--- config.mk ---
export PLATFORM = sky130hd
export DESIGN_NAME = three_state_automaton_row_step_flat
export DESIGN_NICKNAME = d
export VERILOG_FILES = /design/src/rtl/tsa_pkg.sv /design/src/rtl/tsa_chan_if.sv /design/src/rtl/tsa_lane.sv /design/src/rtl/tsa_row_gen.sv /design/src/rtl/three_state_automaton_row_step.sv /design/src/flat_wrapper.sv
export VERILOG_INCLUDE_DIRS = /design/src /design/src/rtl
export SDC_FILE = /design/constraint.sdc
export NUM_CORES = 1
export LEC_CHECK = 0
export ABC_AREA = 1
export BUFFER_PORTS_ARGS = -buffer_cell sky130_fd_sc_hd__buf_4
export CORE_ASPECT_RATIO = 1.2
export CORE_MARGIN = 3
export CORE_UTILIZATION = 45
export DETAILED_ROUTE_END_ITERATION = 8
export PLACE_DENSITY = 0.63
export SLEW_MARGIN = 20
export SYNTH_ARGS = -nofsm -noshare
export SYNTH_HDL_FRONTEND = slang
export SYNTH_SLANG_ARGS = --single-unit
--- constraint.sdc ---
create_clock -name clk -period 6.87 [get_ports clk]
set_input_delay 0.687 -clock clk [delete_from_list [all_inputs] [get_ports clk]]
set_output_delay 0.687 -clock clk [all_outputs]
set_load 0.005 [all_outputs]
--- src/rtl/assert_macros.svh ---
// Assertion macros for the RTL files; only the top level includes them.
`ifndef ASSERT_MACROS_SVH
`define ASSERT_MACROS_SVH

// Same-cycle implication, sampled on clk, off during reset.
`define ASSERT_SAME(label, ante, cons, msg) \
	label: assert property (@(posedge clk) disable iff (!arst_n) (ante) |-> (cons)) \
		else $error(msg);

// Next-cycle implication, sampled on clk, off during reset.
`define ASSERT_NEXT(label, ante, cons, msg) \
	label: assert property (@(posedge clk) disable iff (!arst_n) (ante) |=> (cons)) \
		else $error(msg);

`endif

--- src/rtl/tsa_pkg.sv ---
// Package: cell codes, widths and lane types for the automaton row step.
package tsa_pkg;

	localparam int ROW_W     = 64;
	localparam int CELL_W    = 2;
	localparam int MAX_CELLS = ROW_W / CELL_W;

	localparam logic [CELL_W-1:0] CELL_DEAD  = 2'd0;
	localparam logic [CELL_W-1:0] CELL_DYING = 2'd1;
	localparam logic [CELL_W-1:0] CELL_ALIVE = 2'd2;

	// alive-neighbour count that turns a dead cell alive
	localparam logic [3:0] ALIVE_NEED = 4'd2;

	// one lane's view: its eight neighbours' alive bits and its own code
	typedef struct packed {
		logic [7:0]        alive;
		logic [CELL_W-1:0] code;
	} nbr_t;

	function automatic logic is_alive(input logic [CELL_W-1:0] code);
		return code == CELL_ALIVE;
	endfunction

endpackage

--- src/rtl/tsa_chan_if.sv ---
// Channel interfaces: input rows and result rows, valid/ready handshake.
interface tsa_in_if;
	logic                     valid;
	logic                     ready;
	logic [tsa_pkg::ROW_W-1:0] row_cells;
	logic                     last_row;

	modport source (output valid, output row_cells, output last_row, input ready);
	modport sink   (input valid, input row_cells, input last_row, output ready);
endinterface

interface tsa_out_if;
	logic                     valid;
	logic                     ready;
	logic [tsa_pkg::ROW_W-1:0] next_row;
	logic                     last;

	modport source (output valid, output next_row, output last, input ready);
	modport sink   (input valid, input next_row, input last, output ready);
endinterface

--- src/rtl/tsa_lane.sv ---
// One cell lane: neighbour count and the three-state rule.
module tsa_lane (
	input  tsa_pkg::nbr_t                nbr,
	output logic [tsa_pkg::CELL_W-1:0]   next_code
);

	logic [3:0] count;

	// count alive neighbours
	assign count = 4'($countones(nbr.alive));

	// alive -> dying -> dead; dead (and code three) may be born
	always_comb begin
		case (nbr.code)
			tsa_pkg::CELL_ALIVE: next_code = tsa_pkg::CELL_DYING;
			tsa_pkg::CELL_DYING: next_code = tsa_pkg::CELL_DEAD;
			default: next_code = (count == tsa_pkg::ALIVE_NEED) ?
				tsa_pkg::CELL_ALIVE : tsa_pkg::CELL_DEAD;
		endcase
	end

endmodule

--- src/rtl/tsa_row_gen.sv ---
// Row of cell lanes over three rows; merges lane codes into one result row.
module tsa_row_gen #(
	parameter int COLS = 32
) (
	input  logic [tsa_pkg::ROW_W-1:0] above,
	input  logic [tsa_pkg::ROW_W-1:0] center,
	input  logic [tsa_pkg::ROW_W-1:0] below,
	output logic [tsa_pkg::ROW_W-1:0] next_row
);

	localparam int CW = tsa_pkg::CELL_W;

	for (genvar c = 0; c < tsa_pkg::MAX_CELLS; c++) begin : g_cell
		if (c < COLS) begin : g_used
			// border columns see no neighbour beyond the edge
			localparam bit HAS_L = (c > 0);
			localparam bit HAS_R = (c + 1 < COLS);
			localparam int LI    = HAS_L ? c - 1 : c;
			localparam int RI    = HAS_R ? c + 1 : c;

			tsa_pkg::nbr_t nbr;

			always_comb begin
				nbr.code     = center[CW*c +: CW];
				nbr.alive[0] = HAS_L && tsa_pkg::is_alive(above[CW*LI +: CW]);
				nbr.alive[1] = tsa_pkg::is_alive(above[CW*c +: CW]);
				nbr.alive[2] = HAS_R && tsa_pkg::is_alive(above[CW*RI +: CW]);
				nbr.alive[3] = HAS_L && tsa_pkg::is_alive(center[CW*LI +: CW]);
				nbr.alive[4] = HAS_R && tsa_pkg::is_alive(center[CW*RI +: CW]);
				nbr.alive[5] = HAS_L && tsa_pkg::is_alive(below[CW*LI +: CW]);
				nbr.alive[6] = tsa_pkg::is_alive(below[CW*c +: CW]);
				nbr.alive[7] = HAS_R && tsa_pkg::is_alive(below[CW*RI +: CW]);
			end

			tsa_lane u_lane (
				.nbr       (nbr),
				.next_code (next_row[CW*c +: CW])
			);
		end else begin : g_unused
			// columns beyond the grid read as zero
			assign next_row[CW*c +: CW] = tsa_pkg::CELL_DEAD;
		end
	end

endmodule

--- src/rtl/three_state_automaton_row_step.sv ---
// Top level: one grid row per item in, next-generation rows out.
// A result row passes through the hold stage and then the out register.
// Throughput: one item per cycle while the output does not stall; a bottom row that follows a held row makes two
// result rows and holds the input off until its first result row moves on, set by the single lane array.
// Reset (arst_n low, asynchronous): held rows cleared to dead, no item in flight.
`include "assert_macros.svh"

module three_state_automaton_row_step #(
	parameter int GRID_COLUMNS = 32
) (
	input  logic      clk,
	input  logic      arst_n,
	tsa_in_if.sink    in_row,
	tsa_out_if.source out_row
);

	localparam int W = tsa_pkg::ROW_W;

	// held rows
	logic [W-1:0] upper_q, middle_q;
	logic         held_q;

	// hold stage: one accepted item with up to two jobs
	logic [W-1:0] up_s1, mid_s1, row_s1;
	logic         held_s1, last_s1, phase_s1, v_s1;

	// output register
	logic [W-1:0] next_row_q;
	logic         last_q, out_v_q;

	logic         in_acc, out_adv, job0, final_job;
	logic [W-1:0] sel_above, sel_center, sel_below, gen_row;

	assign in_acc    = in_row.valid && in_row.ready;
	assign out_adv   = !out_v_q || out_row.ready;
	assign job0      = held_s1 && !phase_s1;
	assign final_job = !(job0 && last_s1);

	assign in_row.ready = !v_s1 || (out_adv && final_job);

	// held-row state update
	always_ff @(posedge clk or negedge arst_n) begin
		if (!arst_n) begin
			upper_q  <= '0;
			middle_q <= '0;
			held_q   <= 1'b0;
		end else if (in_acc) begin
			if (in_row.last_row) begin
				upper_q  <= '0;
				middle_q <= '0;
				held_q   <= 1'b0;
			end else begin
				upper_q  <= held_q ? middle_q : '0;
				middle_q <= in_row.row_cells;
				held_q   <= 1'b1;
			end
		end
	end

	// hold stage control
	always_ff @(posedge clk or negedge arst_n) begin
		if (!arst_n) begin
			v_s1     <= 1'b0;
			phase_s1 <= 1'b0;
		end else if (in_acc) begin
			v_s1     <= held_q || in_row.last_row;
			phase_s1 <= 1'b0;
		end else if (v_s1 && out_adv) begin
			if (final_job) begin
				v_s1 <= 1'b0;
			end else begin
				phase_s1 <= 1'b1;
			end
		end
	end

	// hold stage payload
	always_ff @(posedge clk) begin
		if (in_acc) begin
			up_s1   <= upper_q;
			mid_s1  <= middle_q;
			row_s1  <= in_row.row_cells;
			held_s1 <= held_q;
			last_s1 <= in_row.last_row;
		end
	end

	// job select: row above the new one, or the bottom row itself
	always_comb begin
		if (job0) begin
			sel_above  = up_s1;
			sel_center = mid_s1;
			sel_below  = row_s1;
		end else begin
			sel_above  = held_s1 ? mid_s1 : '0;
			sel_center = row_s1;
			sel_below  = '0;
		end
	end

	tsa_row_gen #(
		.COLS (GRID_COLUMNS)
	) u_row_gen (
		.above    (sel_above),
		.center   (sel_center),
		.below    (sel_below),
		.next_row (gen_row)
	);

	// output register control
	always_ff @(posedge clk or negedge arst_n) begin
		if (!arst_n) begin
			out_v_q <= 1'b0;
		end else if (out_adv) begin
			out_v_q <= v_s1;
		end
	end

	// output register payload
	always_ff @(posedge clk) begin
		if (out_adv && v_s1) begin
			next_row_q <= gen_row;
			last_q     <= !job0;
		end
	end

	assign out_row.valid    = out_v_q;
	assign out_row.next_row = next_row_q;
	assign out_row.last     = last_q;

	`ASSERT_SAME(a_stage_has_work, v_s1, held_s1 || last_s1, "hold stage without a job")
	`ASSERT_SAME(a_phase_double, v_s1 && phase_s1, held_s1 && last_s1, "second job on single item")
	`ASSERT_NEXT(a_second_job, v_s1 && out_adv && !final_job, v_s1 && phase_s1, "second job lost")
	`ASSERT_NEXT(a_clear_after_last, in_acc && in_row.last_row, !held_q, "rows held after bottom row")

endmodule

--- src/flat_wrapper.sv ---
// flat-port wrapper written by rule: the top's interface ports become plain ports
module three_state_automaton_row_step_flat 
#(
	parameter int GRID_COLUMNS = 32
)
  (clk, arst_n, in_row_valid, in_row_row_cells, in_row_last_row, in_row_ready, out_row_valid, out_row_next_row, out_row_last, out_row_ready);
  tsa_in_if in_row_i ();
  tsa_out_if out_row_i ();
  input  logic clk;
  input  logic arst_n;
  input wire logic [$bits(in_row_i.valid)-1:0] in_row_valid;
  input wire logic [$bits(in_row_i.row_cells)-1:0] in_row_row_cells;
  input wire logic [$bits(in_row_i.last_row)-1:0] in_row_last_row;
  output wire logic [$bits(in_row_i.ready)-1:0] in_row_ready;
  output wire logic [$bits(out_row_i.valid)-1:0] out_row_valid;
  output wire logic [$bits(out_row_i.next_row)-1:0] out_row_next_row;
  output wire logic [$bits(out_row_i.last)-1:0] out_row_last;
  input wire logic [$bits(out_row_i.ready)-1:0] out_row_ready;
  assign in_row_i.valid = in_row_valid;
  assign in_row_i.row_cells = in_row_row_cells;
  assign in_row_i.last_row = in_row_last_row;
  assign in_row_ready = in_row_i.ready;
  assign out_row_valid = out_row_i.valid;
  assign out_row_next_row = out_row_i.next_row;
  assign out_row_last = out_row_i.last;
  assign out_row_i.ready = out_row_ready;
  three_state_automaton_row_step #(.GRID_COLUMNS(GRID_COLUMNS)) u_core (.clk(clk), .arst_n(arst_n), .in_row(in_row_i), .out_row(out_row_i));
endmodule
After elaboration in Yosys (flattened, before gate mapping) --
Index checks and enable logic that the tools add are counted.
Storage, ports and cells: register bits after elaboration 391, latch bits 0, bits in writable memories 0, ROM bits 0, output and inout bits 67, word-level logic and storage cells 485, memories 0
Operators by class: $add $sub $neg 216, $mul 0, divide/modulo/power cells 0, order comparisons 0, equal/unequal tests 161, shifts and indexed selects 0, muxes and demuxes 78, bitwise gates (word level) 0, reductions and logical operators 17
Operators by type and width (count):
- two-way mux 64 bit | 7
- adder 4 bit | 62
- adder 1 x 1 -> 2 bit | 122
- equality test 2 bit, second input constant | 96
- equality test 4 x 2 -> 1 bit, second input constant | 32
- one-hot mux 2 bit (2 select lines) | 32
- adder 2 x 4 -> 4 bit | 30
- equality test 2 x 1 -> 1 bit, second input constant | 32
- two-way mux 2 bit | 32
- two-way mux 1 bit | 7
- logical AND 1 bit | 5
- logical NOT 1 bit | 5
- adder 1 x 4 -> 4 bit | 1
- AND reduction 2 bit | 2
- nonzero test 2 bit | 2
- adder 2 x 1 -> 3 bit | 1
- logical OR 1 bit | 3
- != test 2 x 1 -> 1 bit, second input constant | 1

Depth between registers and ports, before layout --
Gate-level depths: netlist of run 1.
depth in word-level cells 10, mapped depth 18

Hierarchy --
A second synthesis of run 1 with hierarchy kept.
Second synthesis, totals: cell total of the unflattened synthesis 2796, area total of the unflattened synthesis 24194.5 um2
By module, submodules not included:
- three_state_automaton_row_step | instances 1, cells an instance 1611, area each 16223.1 um2
- tsa_lane | instances 32, cells an instance 31, area each 219.0 um2
- tsa_row_gen | instances 1, cells an instance 193, area each 964.7 um2

Least setup slack after synthesis of run 1 --
No wires, ideal clock.
path kind input to register, from in out_row_ready, to reg u_core.held_s1, enable pin, arrival 5.086 ns, setup slack 1.238 ns, stages 8, buffers on the path 2, path through inv_1 > nand2_1 > nand2_1 > nand2_2 > nand2_2 > buf_4 > buf_4 > inv_1
Between the ends: word-level cells in the longest chain between the ends 4
RTL lines:
- start: declaration | line flat_wrapper.sv:18 | input wire logic [$bits(out_row_i.ready)-1:0] out_row_ready;
- logical OR 1 bit | line three_state_automaton_row_step.sv:35 | assign out_adv = !out_v_q || out_row.ready;
- logical AND 1 bit | line three_state_automaton_row_step.sv:39 | assign in_row.ready = !v_s1 || (out_adv && final_job);
- logical OR 1 bit | line three_state_automaton_row_step.sv:39
- logical AND 1 bit | line three_state_automaton_row_step.sv:34 | assign in_acc = in_row.valid && in_row.ready;
- net u_core.in_acc | line three_state_automaton_row_step.sv:31 | logic in_acc, out_adv, job0, final_job;
- end signal: assignment | line three_state_automaton_row_step.sv:83 | held_s1 <= held_q;
- end: declaration | line three_state_automaton_row_step.sv:25 | logic held_s1, last_s1, phase_s1, v_s1;
The timed path passes the listed nets, and every way through them passes these cells. A chain may end at the register's enable or synchronous reset.

Worst setup path after layout of run 1 --
from reg u_core.held_s1, to reg u_core.next_row_q[21], in the netlist u_core.out_row.next_row[21] (data pin)
Between the ends: word-level cells in the longest chain between the ends 9, elaborated cells on any way between the ends 25, classes of those cells add/sub (7); eq/ne (11); mux (6); reduce/logical (1)
RTL lines:
- two-way mux 64 bit / logical AND 1 bit (equally long branches) | line three_state_automaton_row_step.sv:95, three_state_automaton_row_step.sv:36
- two-way mux 64 bit | line three_state_automaton_row_step.sv:90 | if (job0) begin
- equality test 2 bit | line tsa_pkg.sv:22 | return code == CELL_ALIVE;
- adder 1 x 1 -> 2 bit (implied by the code) | line tsa_lane.sv:10 | assign count = 4'($countones(nbr.alive));
- adder 2 x 4 -> 4 bit (implied by the code) / adder 4 bit (equally long branches) | line tsa_lane.sv:10
- adder 4 bit (implied by the code) | line tsa_lane.sv:10
- equality test 4 x 2 -> 1 bit | line tsa_lane.sv:17 | default: next_code = (count == tsa_pkg::ALIVE_NEED) ?
- two-way mux 2 bit | line tsa_lane.sv:17
- one-hot mux 2 bit (2 select lines) * | line tsa_lane.sv:14 | case (nbr.code)
- net u_core.gen_row[21] | line three_state_automaton_row_step.sv:32 | logic [W-1:0] sel_above, sel_center, sel_below, gen_row;
- end signal: assignment | line three_state_automaton_row_step.sv:122 | next_row_q <= gen_row;
- end: declaration | line three_state_automaton_row_step.sv:28 | logic [W-1:0] next_row_q;
Mark *: on every way through the listed nets, which the timed path passes. The rest lies on a longest branch.

==> results.md, run 1 <==
- Setup Skew: 0.01265 ns
- Area Overhead vs Synth: 13.03%
- Final Setup Violations: 0
- Comb pwr share: 29.2%
- RSZ-0062 raised after global routing: no
- Mean Syn Cell Area: 9.561 um2
- Nets: 2806
- Setup CP Type: flip-flop to flip-flop
- NetSw: 2.559 mW
- GRT overflow: 0
- Sw Ratio: 33.00%
- Clock network power share: 30.4%
- Wire per inst: 16.40 um
- VDD IR-drop max: 0.1614 mV
- Period utilization: 64.56%
- # DRC: 0
- Post-synthesis cell type count: 28
- EDFF count, synth: 259
- PortBufs: 135
- Io pins: 136
- Asr flop ratio synth: 33.76%
- Crit Path Max Fanout: 94
- Sequential element share of the synthesized area: 49.17%
- Critical path buffers and inverters: 3
- Crit path DAT: 4.87 ns
- Top cell type's share of synthesized area: 34.51%
- CTS max path bufs: 3
- Outcome: complete, no violations
- Final Cell Area: 0.02547 mm2
- Worst hold slack: 0.1502 ns
- Gr usage total: 19.71%
- CP max-delay cell: buf_4
- CTS H-tree lvls: 2
- Cells after Synth: 2357
- Largest net degree at the start of global routing: 95
- ANT nets after route: 0
- Ant diodes: 0
- FF-to-FF setup slack: 2.43 ns
- Core area: 0.04933 mm2
- Relative slew slack: 29.42%
- CTS root buf: clkbuf_16
- Net Count, Synth: 2705
- Total number of vias: 15656
- Top FF cell, synth: edfxtp_1
- Share of cells above drive strength 1: 9.189%
- CTS tree: yes
- Dpl hpwl: 34300 um
- Power Dens Cells: 304.4 mW/mm2
- Clk slew on worst S/H paths: 0.06 ns
- Required time worst endpoint: 7.31 ns
- CP endpoint kind: flip-flop
- Critical-path cell list: nand2_4 > buf_4 > o21ai_0 > ha_1 > ha_1 > inv_1 > fa_1 > fa_1 > fa_1 > nor2_1 > o21ai_0 > a21o_1 > inv_1
- Initial antenna violation count: 0
- First-pass GRT wire length: 83710 um
- Die Y: 251.1 um
- Setup TNS: 0 ns
- Routability Congestion: 0.8715
- Hold_buf cts: 0
- Most frequent cells after synthesis: 560 x nand2_1, 452 x inv_1, 259 x edfxtp_1
- Internal: 5.195 mW
- DP Area: 0.02403 mm2
- Worst path max stage delay: 0.75 ns
- Die X: 210.3 um
- Final-report hold violation count: 0
- Reg-to-Reg Start: u_core.held_s1
- Worst r2r path cells: 13
- Flops & latches, synth: 391
- FP Rows: 89
- Delay-heaviest family, CP: adder cells
- Vias in the first global route: 16537
- Seq pwr share: 40.4%
- DR pass1 iterations: 5
- Most frequent cell after synthesis: nand2_1
- Max Transition Viols Final: 0
- Clock latency on the worst-skew pair: 0.57 ns
- Setup Buffers After CTS: 0
- Type of the worst min-delay path: input pin to asynchronous set/reset pin
- Total CTS buffers: 42
- Startpoint types: flip-flop
- Die area: 0.05281 mm2
- Vias per cell: 5.004
- Top cells by area, synth: edfxtp_1 35%, dfrtp_1 15%, fa_1 11%
- Initial Utilization: 45.68%
- Post-CTS resize count: 0
- Most common cell on crit path: fa_1
- Final WL: 51310 um
- DR iter-0 viols: 935
- Max_cap viols: 0
- Worst R2R End: u_core.out_row.next_row[21]
- Clock sinks: 391
- Warnings, synthesis: 0
- Leakage: 12.71 nW
- Crit path time final: 4.435 ns
- Max Clock Freq: 225.5 MHz
- Worst Max-Slew Pin Slew: 1.059 ns
- Cell taking the most area after synthesis: edfxtp_1
- Filler Cell Count: 4413
- Syn Std Cell Area: 0.02254 mm2
## how the worst max path moves through the flow
stage                         from                     endpoint  slack, ns  cells past startpoint
floorplan            out_row_ready               u_core.held_s1       1.24                      8
global placement    u_core.held_s1  u_core.out_row.next_row[19]       2.54                     13
detailed placement  u_core.held_s1  u_core.out_row.next_row[29]       2.44                     13
CTS                 u_core.held_s1  u_core.out_row.next_row[29]       2.44                     13
global route        u_core.held_s1  u_core.out_row.next_row[31]       2.09                     13
finish              u_core.held_s1  u_core.out_row.next_row[21]       2.43                     13
## cells by family (layout without fill, tap and decap cells)
family,after synthesis,count (layout),share of synthesized area (%)
compound gates,163,163,4.048
fa+ha+maj,279,279,19.62
buf+inv,547,682,9.577
flops,391,391,49.17
mux,4,4,0.1777
simple gates,973,973,17.41
## worst register-to-register path: cells and delay by family (launching register included)
family          cells  cell delay [ns]
simple gates        2             0.50
buf+inv             3             0.86
flops               1             0.45
fa+ha+maj           5             1.88
compound gates      3             0.61
## cell type report
type | count | area (um2) | share of cell area, %
Clock buffer | 56 | 1230 | 4.829
Clock inverter | 22 | 206.4 | 0.8105
Inverter | 456 | 1720 | 6.754
Multi-Input combinational cell | 1419 | 9321 | 36.59
Timing Repair Buffer | 148 | 1115 | 4.377
Tap cell | 637 | 797.0 | 3.129
Sequential cell | 391 | 11080 | 43.51
## cell usage in the layout (no fill, tap or decap), types with 11 or more instances in the layout
cell       Yosys  routed
buf_4         14     147
a21oi_1       20      20
nand2_1      560     558
ha_1         155     155
o21ai_0       97      97
nor2_1       225     225
nand3_1      158     158
clkbuf_16      0      47
a21o_1        13      13
inv_1        452     450
dfrtp_1      132     131
nor3_1        13      13
o211ai_1      11      11
fa_1         124     124
o22ai_1       15      15
edfxtp_1     259     259
## routing by layer
metal  track usage [%]  wire (um)  part of all wire [%]
met4             6.591       1603                   3.1
met5                 0          0                     0
met1             24.07      21180                    41
met2             35.39      26050                    51
met3             3.407       2474                   4.8
## flip-flops by register name (all words and copies together), names as in the netlist, 64 cells and up
register and count:
u_core.up_s1 64, u_core.mid_s1 64, u_core.upper_q 64, u_core.out_row.next_row 64
u_core.middle_q 64, u_core.row_s1 64
## stage by stage
step	cells	total power, mW	util, %	setup WS (ns)
floorplan	2357	4.699	-	1.238
global placement	3051	5.316	48.71	2.542
detailed placement	3051	5.459	48.71	2.435
CTS	3129	7.835	51.62	2.435
global route	3129	8.284	51.63	2.089
finish	3129	7.754	51.63	2.435
## power by group through the flow
stage / logic, mW / clock network (mW) / registers (mW)
2_1_floorplan: 1.55 / 0 / 3.15
3_3_place_gp: 2.15 / 0 / 3.17
3_5_place_dp: 2.28 / 0 / 3.18
4_1_cts: 2.30 / 2.40 / 3.13
5_1_grt: 2.62 / 2.50 / 3.17
6_report: 2.26 / 2.36 / 3.13
No activity file was read; power rests on OpenSTA's default activity.
==> inputs of run 2 (changes only) <==
--- a/config.mk
+++ b/config.mk
@@ -12,7 +12,7 @@
 export CORE_MARGIN = 3
 export CORE_UTILIZATION = 45
 export DETAILED_ROUTE_END_ITERATION = 8
-export PLACE_DENSITY = 0.63
+export PLACE_DENSITY = 0.65
 export SLEW_MARGIN = 20
 export SYNTH_ARGS = -nofsm -noshare
 export SYNTH_HDL_FRONTEND = slang
==> constraint.sdc (replaced) <==
create_clock -name clk -period 3.72 [get_ports clk]
set_input_delay 0.372 -clock clk [delete_from_list [all_inputs] [get_ports clk]]
set_output_delay 0.372 -clock clk [all_outputs]
set_load 0.005 [all_outputs]
==> results.md, run 2 (same netlist as run 1, synthesis figures left out) <==
- Core area: 0.04933 mm2
- GRT overflow: 0
- Final Setup Violations: 0
- Filler Cell Count: 4368
- Final-report hold violation count: 0
- Most frequent cells in the layout: 558 x nand2_1, 450 x inv_1, 259 x edfxtp_1
- Worst Max-Slew Pin Slew: 0.8700 ns
- Vias per cell: 4.993
- Most common cell after layout, fill and taps aside: nand2_1
- CTS tree: yes
- Area Overhead vs Synth: 16.41%
- CP max-delay cell: fa_1
- Initial antenna violation count: 0
- Setup CP Type: flip-flop to flip-flop
- Routability Congestion: 0.8427
- DR pass1 iterations: 7
- Setup Skew: 0.01224 ns
- CP endpoint kind: flip-flop
- Critical-path cell list: buf_4 > nand2_8 > buf_12 > o21ai_0 > ha_1 > ha_1 > inv_1 > fa_1 > inv_1 > fa_1 > inv_1 > fa_1 > nor3b_1 > o21ai_0 > nor2_1
- Clk slew on worst S/H paths: 0.06 ns
- Final Cell Area: 0.02623 mm2
- # DRC: 0
- Period utilization: 98.13%
- Final WL: 51170 um
- Storage cell area: 0.01108 mm2
- Leakage: 13.01 nW
- Clock sinks: 391
- DR top layer: met4
- PortBufs: 135
- Wire per inst: 16.12 um
- Crit path time final: 3.650 ns
- Vias in the first global route: 16379
- Wire length on met1: 21140 um
- VDD IR-drop max: 0.2775 mV
- Crit Path Max Fanout: 29
- First-pass GRT wire length: 82250 um
- Clock latency on the worst-skew pair: 0.54 ns
- Max Transition Viols Final: 0
- Die Y: 251.1 um
- Power Dens Cells: 559.8 mW/mm2
- Routed wl met2: 26750 um
- Startpoint types: flip-flop
- Dpl hpwl: 35300 um
- Nets: 2855
- Share of cells above drive strength 1: 11.35%
- CTS root buf: clkbuf_16
- Max Clock Freq: 274.0 MHz
- Largest net degree at the start of global routing: 131
- CTS H-tree lvls: 2
- Io pins: 136
- WL met3: 2103 um
- Die area: 0.05281 mm2
- Total number of vias: 15849
- Required time worst endpoint: 4.11 ns
- Critical path buffers and inverters: 5
- Outcome: complete, no violations
- DP Area: 0.02438 mm2
- Die X: 210.3 um
- Gr usage total: 19.25%
- Initial Utilization: 45.68%
- FP Rows: 89
- Total CTS buffers: 41
- Max_cap viols: 0
- Multi-input logic area: 0.009415 mm2
- CTS max path bufs: 3
- Worst path max stage delay: 0.47 ns
- Type of the worst min-delay path: input pin to flip-flop
- Delay-heaviest family, CP: adder cells
- Ant diodes: 0
- Crit path DAT: 4.04 ns
- DR iter-0 viols: 984
- Setup TNS: 0 ns
- ANT nets after route: 0
- RSZ-0062 raised after global routing: yes
- Relative slew slack: 41.51%
## run 2: metrics by stage
step | util, % | setup slack, ns | std cells | hold WS (ns) | power, mW
floorplan | - | -0.5273 | 2357 | 0.07641 | 8.668
global placement | 49.42 | 0.1639 | 3077 | 0.4295 | 9.928
detailed placement | 49.42 | 0.05439 | 3077 | 0.4313 | 10.20
CTS | 52.65 | 0.03857 | 3163 | 0.002236 | 14.68
global route | 53.18 | -0.03259 | 3174 | 0.005063 | 15.70
finish | 53.18 | 0.06970 | 3174 | 0.02182 | 14.69
## run 2: worst paths after layout
check | startpoint | slack [ns] | cells after the start | end
min in group asynchronous | arst_n | 0.45 | 2 | u_core.middle_q[7]
max reg2reg | u_core.held_s1 | 0.07 | 15 | u_core.out_row.next_row[61]
max in group asynchronous | arst_n | 2.32 | 3 | u_core.upper_q[23]
min reg2reg | u_core.upper_q[33] | 0.45 | 0 | u_core.up_s1[33]
max | u_core.held_s1 | 0.07 | 15 | u_core.out_row.next_row[61]
min | in_row_row_cells[2] | 0.02 | 1 | u_core.row_s1[2]
## run 2: power by group
group	leakage, nW	internal (mW)	switching [mW]
Combinational	7.99	1.79	2.67
Clock	0.706	2.70	1.73
Sequential	4.32	5.47	0.325
## run 2: worst register-to-register path, delay by kind of cell, from the launching register on
| kind | cells | cell delay (ns) |
|---|---|---|
| AO/OA/AOI/OAI | 2 | 0.28 |
| adder cells (fa/ha/maj) | 5 | 1.78 |
| buffers and inverters | 5 | 0.54 |
| flip-flops | 1 | 0.43 |
| AND/OR/NAND/NOR | 3 | 0.47 |
## run 2: metal layers
layer,track usage [%],vias up
met4,5.685,0
met3,2.659,77
met1,23.91,7736
li1,-,7692
met5,0,-
met2,34.99,344
## run 2: layout make-up
| cell class | instances | share of cell area, % |
|---|---|---|
| Clock inverter | 18 | 1.011 |
| Multi-Input combinational cell | 1420 | 35.89 |
| Tap cell | 637 | 3.038 |
| Clock buffer | 55 | 4.583 |
| Timing Repair Buffer | 197 | 6.658 |
| Sequential cell | 391 | 42.24 |
| Inverter | 456 | 6.577 |
## run 2: repair_timing
item / CTS / global route
hold endpoints to repair: 94 / 0
endpoints found under the setup margin: 0 / 20
setup buffers: 0 / 7
resized for setup: 0 / 57
hold buffers: 13 / 0
